### config.mk
export PLATFORM = sky130hd
export DESIGN_NAME = skat_ctrl
export DESIGN_NICKNAME = d
export VERILOG_FILES = /design/src/rtl/core/skat_pkg.sv /design/src/rtl/core/skat_ctrl.sv
export SDC_FILE = /design/constraint.sdc
export NUM_CORES = 1
export LEC_CHECK = 0
export ABC_AREA = 1
export BUFFER_PORTS_ARGS = -buffer_cell sky130_fd_sc_hd__clkbuf_2
export CAP_MARGIN = 20
export CORE_MARGIN = 2
export CORE_UTILIZATION = 40
export CTS_CLUSTER_SIZE = 8
export DETAILED_ROUTE_END_ITERATION = 12
export PLACE_DENSITY = 0.69
export SETUP_SLACK_MARGIN = 0.05
export SYNTH_ARGS = -nofsm -noshare
export SYNTH_HDL_FRONTEND = slang
export SYNTH_SLANG_ARGS = --single-unit
### constraint.sdc
create_clock -name clk -period 3 [get_ports clk]
set_input_delay 0.15 -clock clk [delete_from_list [all_inputs] [get_ports clk]]
set_output_delay 0.15 -clock clk [all_outputs]
set_load 0.02 [all_outputs]
### src/rtl/core/skat_pkg.sv
// shared types, constants and request codes for the sorted key accumulate table
package skat_pkg;

  localparam int CAPACITY_DEF  = 256;
  localparam int KEY_SEGS_DEF  = 4;
  localparam int SEG_WIDTH_DEF = 32;
  localparam int IO_SEGS       = 4;

  localparam logic [31:0] ONE_Q16 = 32'h0001_0000;

  typedef enum logic [2:0] {
    REQ_ACC   = 3'd0,
    REQ_LOOK  = 3'd1,
    REQ_READ  = 3'd2,
    REQ_WRITE = 3'd3,
    REQ_CLEAR = 3'd4
  } req_e;

  typedef enum logic [1:0] {
    ST_OK       = 2'd0,
    ST_NOTFOUND = 2'd1,
    ST_FULL     = 2'd2
  } status_e;

  localparam logic CFG_KEY_SEGMENTS = 1'b0;
  localparam logic CFG_SET_MODE     = 1'b1;

  typedef struct packed {
    logic [2:0]         req_type;
    logic [31:0]        key_seg0;
    logic [31:0]        key_seg1;
    logic [31:0]        key_seg2;
    logic [31:0]        key_seg3;
    logic signed [31:0] value_in;
    logic [7:0]         index_in;
  } in_item_t;

  typedef struct packed {
    logic [1:0]         status;
    logic [7:0]         index_out;
    logic signed [31:0] value_out;
    logic [31:0]        key_out0;
    logic [31:0]        key_out1;
    logic [31:0]        key_out2;
    logic [31:0]        key_out3;
    logic [8:0]         entry_count;
  } out_item_t;

  // controller to datapath
  typedef struct packed {
    logic load;      // capture request, reset search bounds
    logic probe;     // issue memory read at mid
    logic step;      // narrow bounds using read data
    logic chk_rd;    // read at lo for final hit check
    logic hit_upd;   // write accumulated value at lo
    logic sh_rd;     // read entry ptr-1
    logic sh_wr;     // write read entry to ptr, decrement ptr
    logic ins;       // write new entry at lo, bump count
    logic idx_rd;    // read at index_in
    logic idx_wr;    // write value_in at index_in
    logic clear;     // count to zero
    logic fin;       // load result register
    logic [1:0] fin_sel; // 0 entry, 1 zero fields
    logic [1:0] fin_st;
  } cmd_t;

  // datapath to controller
  typedef struct packed {
    logic [2:0] req;
    logic       search_done;
    logic       hit;
    logic       full;
    logic       shift_done;
    logic       idx_ok;
  } sts_t;

endpackage

### src/rtl/core/skat_ctrl.sv
// controller state machine sequencing search, shift, insert, index access, clear and result
module skat_ctrl import skat_pkg::*; (
  input  logic clk,
  input  logic rst_n,
  input  logic in_valid,
  output logic in_ready,
  output logic out_valid,
  input  logic out_ready,
  input  sts_t sts,
  output cmd_t cmd
);
  typedef enum logic [11:0] {
    S_IDLE  = 12'b000000000001,
    S_SRCH  = 12'b000000000010,
    S_STEP  = 12'b000000000100,
    S_CHK   = 12'b000000001000,
    S_DEC   = 12'b000000010000,
    S_SHRD  = 12'b000000100000,
    S_SHWR  = 12'b000001000000,
    S_RDBK  = 12'b000010000000,
    S_FIN   = 12'b000100000000,
    S_IDX   = 12'b001000000000,
    S_OUT   = 12'b010000000000,
    S_FIN2  = 12'b100000000000
  } state_t;

  state_t state_r, state_nxt;
  logic   ov_r, ov_nxt;

  // next input taken only in idle and when result register is empty or being drained
  assign in_ready  = (state_r == S_IDLE) && (!ov_r || out_ready);
  assign out_valid = ov_r;

  always_comb begin
    state_nxt = state_r;
    ov_nxt    = ov_r && !out_ready;
    cmd       = '0;
    case (state_r)
      S_IDLE: if (in_valid && in_ready) begin
        cmd.load  = 1'b1;
        state_nxt = S_DEC;
      end
      S_DEC: begin
        case (sts.req)
          REQ_ACC, REQ_LOOK: state_nxt = S_SRCH;
          REQ_READ, REQ_WRITE: begin
            cmd.idx_rd = 1'b1;
            state_nxt  = S_IDX;
          end
          REQ_CLEAR: begin
            cmd.clear = 1'b1;
            state_nxt = S_OUT;
          end
          default: state_nxt = S_OUT;
        endcase
      end
      S_SRCH: begin
        if (sts.search_done) begin
          cmd.chk_rd = 1'b1;
          state_nxt  = S_CHK;
        end else begin
          cmd.probe = 1'b1;
          state_nxt = S_STEP;
        end
      end
      S_STEP: begin
        cmd.step  = 1'b1;
        state_nxt = S_SRCH;
      end
      S_CHK: begin
        if (sts.hit) begin
          if (sts.req == REQ_ACC) begin
            // write the sum, then read it back for the result
            cmd.hit_upd = 1'b1;
            state_nxt   = S_FIN;
          end else begin
            cmd.fin   = 1'b1;
            ov_nxt    = 1'b1;
            state_nxt = S_IDLE;
          end
        end else if (sts.req != REQ_ACC) begin
          cmd.fin     = 1'b1;
          cmd.fin_sel = 2'd1;
          cmd.fin_st  = ST_NOTFOUND;
          ov_nxt      = 1'b1;
          state_nxt   = S_IDLE;
        end else if (sts.full) begin
          cmd.fin     = 1'b1;
          cmd.fin_sel = 2'd1;
          cmd.fin_st  = ST_FULL;
          ov_nxt      = 1'b1;
          state_nxt   = S_IDLE;
        end else begin
          state_nxt = S_SHRD;
        end
      end
      S_SHRD: begin
        if (sts.shift_done) begin
          cmd.ins    = 1'b1;
          state_nxt  = S_FIN;
        end else begin
          cmd.sh_rd = 1'b1;
          state_nxt = S_SHWR;
        end
      end
      S_SHWR: begin
        cmd.sh_wr = 1'b1;
        state_nxt = S_SHRD;
      end
      S_FIN: begin
        cmd.chk_rd = 1'b1;
        state_nxt  = S_RDBK;
      end
      S_FIN2: begin
        // read back the entry just written by index
        cmd.idx_rd = 1'b1;
        state_nxt  = S_RDBK;
      end
      S_RDBK: begin
        cmd.fin   = 1'b1;
        ov_nxt    = 1'b1;
        state_nxt = S_IDLE;
      end
      S_IDX: begin
        if (!sts.idx_ok) begin
          cmd.fin     = 1'b1;
          cmd.fin_sel = 2'd1;
          cmd.fin_st  = ST_NOTFOUND;
          ov_nxt      = 1'b1;
          state_nxt   = S_IDLE;
        end else if (sts.req == REQ_WRITE) begin
          cmd.idx_wr = 1'b1;
          state_nxt  = S_FIN2;
        end else begin
          cmd.fin   = 1'b1;
          ov_nxt    = 1'b1;
          state_nxt = S_IDLE;
        end
      end
      S_OUT: begin
        cmd.fin     = 1'b1;
        cmd.fin_sel = 2'd1;
        ov_nxt      = 1'b1;
        state_nxt   = S_IDLE;
      end
      default: state_nxt = S_IDLE;
    endcase
  end

  always_ff @(posedge clk) begin
    if (!rst_n) begin
      state_r <= S_IDLE;
      ov_r    <= 1'b0;
    end else begin
      state_r <= state_nxt;
      ov_r    <= ov_nxt;
    end
  end

  a_one_cmd_wr: assert property (@(posedge clk) disable iff (!rst_n)
    $countones({cmd.sh_wr, cmd.ins, cmd.idx_wr}) <= 1) else $error("two writes in one cycle");
  a_fin_idle: assert property (@(posedge clk) disable iff (!rst_n)
    cmd.fin |=> state_r == S_IDLE && out_valid) else $error("result not presented");
  a_no_accept_busy: assert property (@(posedge clk) disable iff (!rst_n)
    state_r != S_IDLE |-> !in_ready) else $error("accept while busy");

endmodule
==> metrics.log, run 1 <==
INFO  metric cts_hold_buffers = 0
INFO  metric clock_tree.htree_level_count = 1
INFO  metric tns = 0 ns
INFO  metric drt_first_iter_violations = 15
INFO  metric first_global_vias = between 800 and 900
INFO  metric dpl_cell_area = between 1000 and 1500 um^2
INFO  metric totalWireLength = just over 2000 um
INFO  metric finalInstanceArea = around 1100 um^2
INFO  metric half_perimeter_wire_length_of_the_detailed_placement_result = roughly 1700 um
INFO  metric grt_setup_unrepaired = false
INFO  metric die_w = ~53 um
INFO  metric grt_start_max_net_pins = 12
INFO  metric worstSetupStartpointType = flop
INFO  metric critPathRequiredTime = 2.85 ns
INFO  metric numPortBuffers = 28
INFO  metric synth_adder_area_share = 0
INFO  metric worst_clock_skew = between 0.006 and 0.007 ns
INFO  metric leakage = between 0.6 and 0.7 nW
INFO  metric max-cap-violations = 0
INFO  metric ys_seq_area_frac = 0.273
INFO  metric gp_congestion = a little over 0.8
INFO  metric power-per-cell-area = approximately 320 nW/um^2
INFO  metric die_height = 52.8 um
INFO  metric drc = 0
INFO  metric setup_viol_count_final = 0
INFO  metric top_level_ports = 30
INFO  metric cts_sinks = 13
INFO  metric synth.yosys.warnings = 0
INFO  metric grt_pass1_wl = between 3000 and 4000 um
INFO  metric antenna_cells = 0
INFO  metric drive_gt1_frac = 0.292
INFO  metric synthSimpleGateAreaFrac = 0.528
INFO  metric clock_tree.buffer_depth = 2
INFO  metric tritoncts.num_buffers = 3
INFO  metric min_period = 1.73 ns
INFO  metric synth_top_family_by_area = simple AND/OR/NAND/NOR gates
INFO  metric yosys.area_share.xor_xnor = 0
INFO  metric syn2layout_area_growth = 20.0%
INFO  metric regToRegSetupSlack = roughly 1.8 ns
INFO  metric endpoint_kind = output pin
INFO  metric fp-row-count = 17
INFO  metric fp.dieArea = ~2800 um^2
INFO  metric synth-seq-cells = 13
INFO  metric status = finished, final reports clean
INFO  metric vdd_ir_drop_max = 0.249 mV
INFO  metric syn-num-nets = 160
INFO  metric cts.clk_slew.worst_paths = around 0.08 ns
INFO  metric worst-path-max-fanout = 6
INFO  metric starting_density_of_the_core = 0.426
INFO  metric core_region_area = around 2200 um^2
INFO  metric antenna_violations_before_repair = 0
INFO  metric detailedRoute.firstPassIterationCount = 4
INFO  metric cts-resized-gates = 0
INFO  metric clk-insertion-delay-late = between 0.2 and 0.3 ns
INFO  metric critPathArrivalTime = around 1.6 ns
INFO  metric path_class = flop to output pin
INFO  metric grt.overflow.total = 0
INFO  metric tritoncts = done
INFO  metric nets = around 190
INFO  metric fmaxAchievable = between 0.5 and 0.6 GHz
INFO  metric post-route-period-util = 0.577
INFO  metric timing.final.hold_violations = 0
INFO  metric groute.usage.overall = 0.166
INFO  metric viasPerCell = 4.63
INFO  metric postLayoutCoreUtil = 0.511
INFO  metric detailroute.via_count = ~950
INFO  metric syn-mean-instance-area = 6.43 um^2
INFO  metric antenna_violating_nets_post_route = 0
INFO  metric synth_area = roughly 950 um^2
INFO  metric synth_compound_gate_area_share = 0.0683
INFO  metric cts_setup_buffers = 0
INFO  metric synth.area.mux_share = 0
INFO  metric instance_count_of_the_mapped_netlist = about 150
INFO  metric drv_slew = 0
INFO  metric yosys.cell_types.count = 24
INFO  metric wl_per_cell = approximately 10 um
INFO  metric cts_root_buffer = clkbuf_4
INFO  metric worst_hold_path_type = primary input to flop
[final timing paths]
check | from | endpoint | cells after the start
worst max-delay path | state_r[8]$_SDFFE_PN0P_ | cmd[2] | 8
worst min-delay path | sts[1] | state_r[6]$_SDFFE_PN0P_ | 2
worst max register to register | state_r[8]$_SDFFE_PN0P_ | state_r[7]$_SDFFE_PN0P_ | 8
worst min register to register | state_r[2]$_SDFFE_PN0P_ | state_r[1]$_SDFFE_PN0P_ | 4
[cells in the mapped netlist]
library cell,instances,area (um^2)
nand4_1,3,18.8
nor3_4,1,16.3
nor2_1,22,82.6
dfxtp_1,13,260
nand3_1,8,40.0
nor2_8,1,20.0
nand2_4,4,45.0
a21oi_1,3,15.0
nor3_1,9,45.0
conb_1,1,3.75
nor4_2,1,12.5
o21ai_0,4,20.0
a21oi_2,2,17.5
buf_4,1,7.51
nor3_2,1,10.0
o21ai_1,1,5.00
nand2_1,30,113
nor2_4,5,56.3
nor4_1,1,6.26
clkbuf_1,1,3.75
o211ai_1,1,7.51
nand2_2,2,12.5
inv_1,29,109
nor2_2,4,25.0
[placed cells by master (no fill, tap or decap)]
| master | netlist | layout |
|---|---|---|
| dfxtp_1 | 13 | 13 |
| nand4_1 | 3 | 3 |
| nor4_2 | 1 | 1 |
| o211ai_1 | 1 | 1 |
| nor2_2 | 4 | 4 |
| nor3_2 | 1 | 1 |
| a21oi_1 | 3 | 3 |
| clkbuf_1 | 1 | 1 |
| inv_1 | 29 | 29 |
| o21ai_1 | 1 | 1 |
| conb_1 | 1 | 1 |
| nor2_4 | 5 | 5 |
| clkbuf_2 | 0 | 28 |
| o21ai_0 | 4 | 4 |
| clkbuf_4 | 0 | 3 |
| nor2_8 | 1 | 1 |
| nor4_1 | 1 | 1 |
| nor3_4 | 1 | 1 |
| nand2_1 | 30 | 30 |
| nand2_4 | 4 | 4 |
| nand2_2 | 2 | 2 |
| nor2_1 | 22 | 22 |
| a21oi_2 | 2 | 2 |
| nor3_1 | 9 | 9 |
| nand3_1 | 8 | 8 |
[state kept, by name, summed over array words and instances, names as in the netlist]
signal,flops
out_valid,1
state_r,12
[kinds of logic after synthesis]
group | Yosys count
AOI/OAI and AO/OA | 11
buffers and inverters | 31
DFF | 13
other | 1
and+or+nand+nor | 92
[critical path: stages (launching register included)]
cell      delay [ns]
dfxtp_1         0.33
nor2_2          0.17
nand2_4         0.11
nor2_8          0.18
nand2_4         0.06
nor2_4          0.11
o21ai_1         0.08
o211ai_1        0.08
clkbuf_2        0.19
[through the flow]
stage	worst slack [ns]	power [mW]	instances	hold slack, ns
after floorplan	1.54	0.244	148	0.228
after global placement	1.61	0.266	202	0.350
final	1.27	0.371	206	0.0557
after detailed placement	1.58	0.266	202	0.355
after global routing	1.15	0.390	206	0.0667
after CTS	1.26	0.372	206	0.0585
[cell type report]
type	count	area (um^2)
multi-input cells	104	572
flip-flops and latches	13	260
fillers	248	1090
repair buffers	28	140
inverters	29	109
clock buffers	4	26.3
well taps	28	35.0
[power breakdown]
group	internal, mW	switching [mW]	leakage, nW
combinational	0.0297	0.0537	0.504
clock	0.0516	0.0578	0.0150
sequential	0.176	0.00288	0.105
[routing by layer]
metal / vias up / track usage / routed length [um]
met4: 0 / 0.111 / 45
met5: - / 0 / 0
met1: 404 / 0.176 / 881
met3: 4 / 0.0314 / 96
li1: 518 / - / -
met2: 27 / 0.294 / 999
Power figures use the tool's default switching activity.
==> run 2, diff against run 1 <==
--- a/config.mk
+++ b/config.mk
@@ -12,7 +12,7 @@
 export CORE_UTILIZATION = 40
 export CTS_CLUSTER_SIZE = 8
 export DETAILED_ROUTE_END_ITERATION = 12
-export PLACE_DENSITY = 0.69
+export PLACE_DENSITY = 0.72
 export SETUP_SLACK_MARGIN = 0.05
 export SYNTH_ARGS = -nofsm -noshare
 export SYNTH_HDL_FRONTEND = slang
==> constraint.sdc (replaced) <==
create_clock -name clk -period 1.56 [get_ports clk]
set_input_delay 0.078 -clock clk [delete_from_list [all_inputs] [get_ports clk]]
set_output_delay 0.078 -clock clk [all_outputs]
set_load 0.02 [all_outputs]
==> metrics.log, run 2 (synthesis gave the netlist of run 1 again) <==
INFO  metric clk-insertion-delay-late = 0.28 ns (about the same)
INFO  metric cpPeakStageDelay = 0.35 ns (was 0.33 ns)
INFO  metric tns = -0.170 ns (was 0 ns)
INFO  metric die_w = 52.8 um (unchanged)
INFO  metric detailroute.via_count = 1125 (was 953)
INFO  metric intPower = 0.551 mW (was 0.257 mW)
INFO  metric grt.overflow.total = 0 (unchanged)
INFO  metric tritoncts = done (unchanged)
INFO  metric failing_checks = setup timing
INFO  metric nets = 212 (was 191)
INFO  metric slowest_stage = dfxtp_2 (was dfxtp_1)
INFO  metric viasPerCell = 4.96 (was 4.63)
INFO  metric fp-row-count = 17 (unchanged)
INFO  metric crit_start = state_r[9]$_SDFFE_PN0P_ (was state_r[8]$_SDFFE_PN0P_)
INFO  metric antenna_violations_before_repair = 0 (unchanged)
INFO  metric gp_congestion = 0.848 (was 0.811)
INFO  metric net-switching-power = 0.264 mW (was 0.114 mW)
INFO  metric crit_buf_inv = 1 (unchanged)
INFO  metric first_global_vias = 977 (was 868)
INFO  metric fmaxAchievable = 0.616 GHz
INFO  metric worst-path-max-fanout = 4 (was 6)
INFO  metric holdWs = 0.0797 ns (was 0.0557 ns)
INFO  metric max-cap-violations = 0 (unchanged)
INFO  metric leakage = 0.804 nW (was 0.624 nW)
INFO  metric largest_register_ff_count = 12 (unchanged)
INFO  metric cts_sinks = 13 (unchanged)
INFO  metric finalNonFillerCells = 227 (was 206)
INFO  metric status = finished, violations left (was finished, final reports clean)
INFO  metric drive_gt1_frac = 0.523 (was 0.292)
INFO  metric wl_per_cell = 12.1 um (was 9.82 um)
INFO  metric cts.clk_slew.worst_paths = 0.08 ns (about the same)
INFO  metric starting_density_of_the_core = 0.426 (unchanged)
INFO  metric power.switching_fraction = 0.324 (was 0.308)
INFO  metric vdd_ir_drop_max = 0.366 mV (was 0.249 mV)
INFO  metric cts_root_buffer = clkbuf_4 (unchanged)
INFO  metric layout_common_cells = inv_1 (25), buf_4 (22), nand2_1 (21) (was nand2_1 (30), inv_1 (29), clkbuf_2 (28))
INFO  metric dpl_cell_area = 1120 um^2 (unchanged)
INFO  metric top_level_ports = 30 (unchanged)
INFO  metric worst_slack = -0.0633 ns (was 1.27 ns)
INFO  metric totalWireLength = 2750 um (was 2020 um)
INFO  metric groute.usage.overall = 0.199 (was 0.166)
INFO  metric drt_first_iter_violations = 28 (was 15)
INFO  metric largest_register = state_r (unchanged)
INFO  metric grt_start_max_net_pins = 12 (unchanged)
INFO  metric clock_tree.htree_level_count = 1 (unchanged)
INFO  metric timing.critical_path.max_delay_family = simple AND/OR/NAND/NOR gates (unchanged)
INFO  metric core_region_area = 2230 um^2 (unchanged)
INFO  metric hold_path.startpoint = rst_n (was sts[1])
INFO  metric worstSetupStartpointType = flop (unchanged)
INFO  metric die_height = 52.8 um (unchanged)
INFO  metric path_class = flop to output pin (unchanged)
INFO  metric antenna_cells = 0 (unchanged)
INFO  metric place_worst_setup_slack = 0.210 ns (was 1.58 ns)
INFO  metric drv_slew = 0 (unchanged)
INFO  metric tritoncts.num_buffers = 3 (unchanged)
INFO  metric half_perimeter_wire_length_of_the_detailed_placement_result = 1690 um (was 1710 um)
INFO  metric worst_clock_skew = 0.00215 ns (was 0.00682 ns)
INFO  metric postLayoutCoreUtil = 0.696 (was 0.511)
INFO  metric power-per-cell-area = 524 nW/um^2 (was 325 nW/um^2)
INFO  metric critPathRequiredTime = 1.48 ns (was 2.85 ns)
INFO  metric place.detailed.instances = 202 (unchanged)
INFO  metric setup_viol_count_final = 5 (was 0)
INFO  metric timing.final.hold_violations = 0 (unchanged)
INFO  metric power.clock.fraction = 0.262 (was 0.295)
INFO  metric clock_tree.buffer_depth = 2 (unchanged)
INFO  metric detailedRoute.firstPassIterationCount = 4 (unchanged)
INFO  metric grt_setup_unrepaired = true (was false)
INFO  metric worst_hold_path_type = primary input to flop (unchanged)
INFO  metric crit_path_cell_trace = nor2_4 -> nand2_4 -> nor2_8 -> nand2_4 -> nor2_4 -> o21ai_1 -> o211ai_1 -> buf_4 (was nor2_2 -> nand2_4 -> nor2_8 -> nand2_4 -> nor2_4 -> o21ai_1 -> o211ai_1 -> clkbuf_2)
INFO  metric min_period = ~1.6 ns
INFO  metric power.combinational.fraction = 0.321 (was 0.225)
INFO  metric finalInstanceArea = 1560 um^2 (was 1140 um^2)
INFO  metric numPortBuffers = 28 (unchanged)
INFO  metric critPathArrivalTime = 1.55 ns (was 1.58 ns)
INFO  metric fp.dieArea = 2790 um^2 (unchanged)
INFO  metric p_total = 0.814 mW (was 0.371 mW)
INFO  metric drc = 0 (unchanged)
INFO  metric antenna_violating_nets_post_route = 0 (unchanged)
INFO  metric mostFrequentLayoutCell = inv_1 (was nand2_1)
INFO  metric crit-reg2reg-launch = state_r[1]$_SDFFE_PN0P_ (was state_r[8]$_SDFFE_PN0P_)
INFO  metric endpoint_kind = output pin (unchanged)
INFO  metric post-route-period-util = 1.04
INFO  metric grt_pass1_wl = 4040 um (was 3310 um)
INFO  metric syn2layout_area_growth = 63.3% (was 20.0%)
INFO  metric power.sequential.fraction = 0.417 (was 0.481)
-- run 2: cell types whose count changed in the layout (fill, tap and decap cells not counted), sizes merged --
cell         previous run  this run
buf                     0        32
clkbuf                 32        19
dlygate4sd3             0         2
-- run 2: what timing repair did --
action	4_1_cts	5_1_grt
hold endpoints to repair	2	0
resized for setup	45	42
setup buffers	13	7
pin swaps	15	18
setup endpoints to repair	10	16
hold buffers	2	0
-- run 2: power by group through the flow --
stage	combinational [mW]	sequential, mW	clock, mW
floorplan	0.119	0.350	0
global placement	0.160	0.351	0
finish	0.262	0.339	0.213
CTS	0.228	0.341	0.210
global route	0.280	0.340	0.226
detailed placement	0.164	0.351	0
-- run 2: path summary, 6_finish.rpt --
kind / depth (start not counted) / slack [ns] / endpoint
worst max-delay path: 8 / -0.06 / cmd[2]
worst max register to register: 9 / 0.04 / state_r[7]$_SDFFE_PN0P_
worst min register to register: 4 / 0.64 / state_r[1]$_SDFFE_PN0P_
worst min-delay path: 3 / 0.08 / state_r[7]$_SDFFE_PN0P_
-- run 2: area by class of cell --
type,instances,area [um^2]
Inverter,29,109
Fill cell,171,678
Tap cell,28,35.0
Sequential cell,13,278
Multi-Input combinational cell,104,706
Clock buffer,4,26.3
Timing Repair Buffer,49,402
-- run 2: layer usage --
metal / global-route usage / wire length (um) / part of all wire / vias to the layer above
met2: 0.358 / 1390 / 0.51 / 42
met1: 0.220 / 1130 / 0.41 / 516
met5: 0 / 0 / 0 / -
met3: 0.0286 / 117 / 0.043 / 10
li1: - / - / - / 557
met4: 0.111 / 104 / 0.038 / 0
-- run 2: worst register-to-register path, stage by stage, from the launching register on --
cell,delay (ns)
dfxtp_4,0.36
buf_4,0.13
buf_6,0.11
nor3_4,0.26
nand2_8,0.09
buf_4,0.14
a21oi_2,0.14
inv_1,0.07
nand3_1,0.08
inv_1,0.05
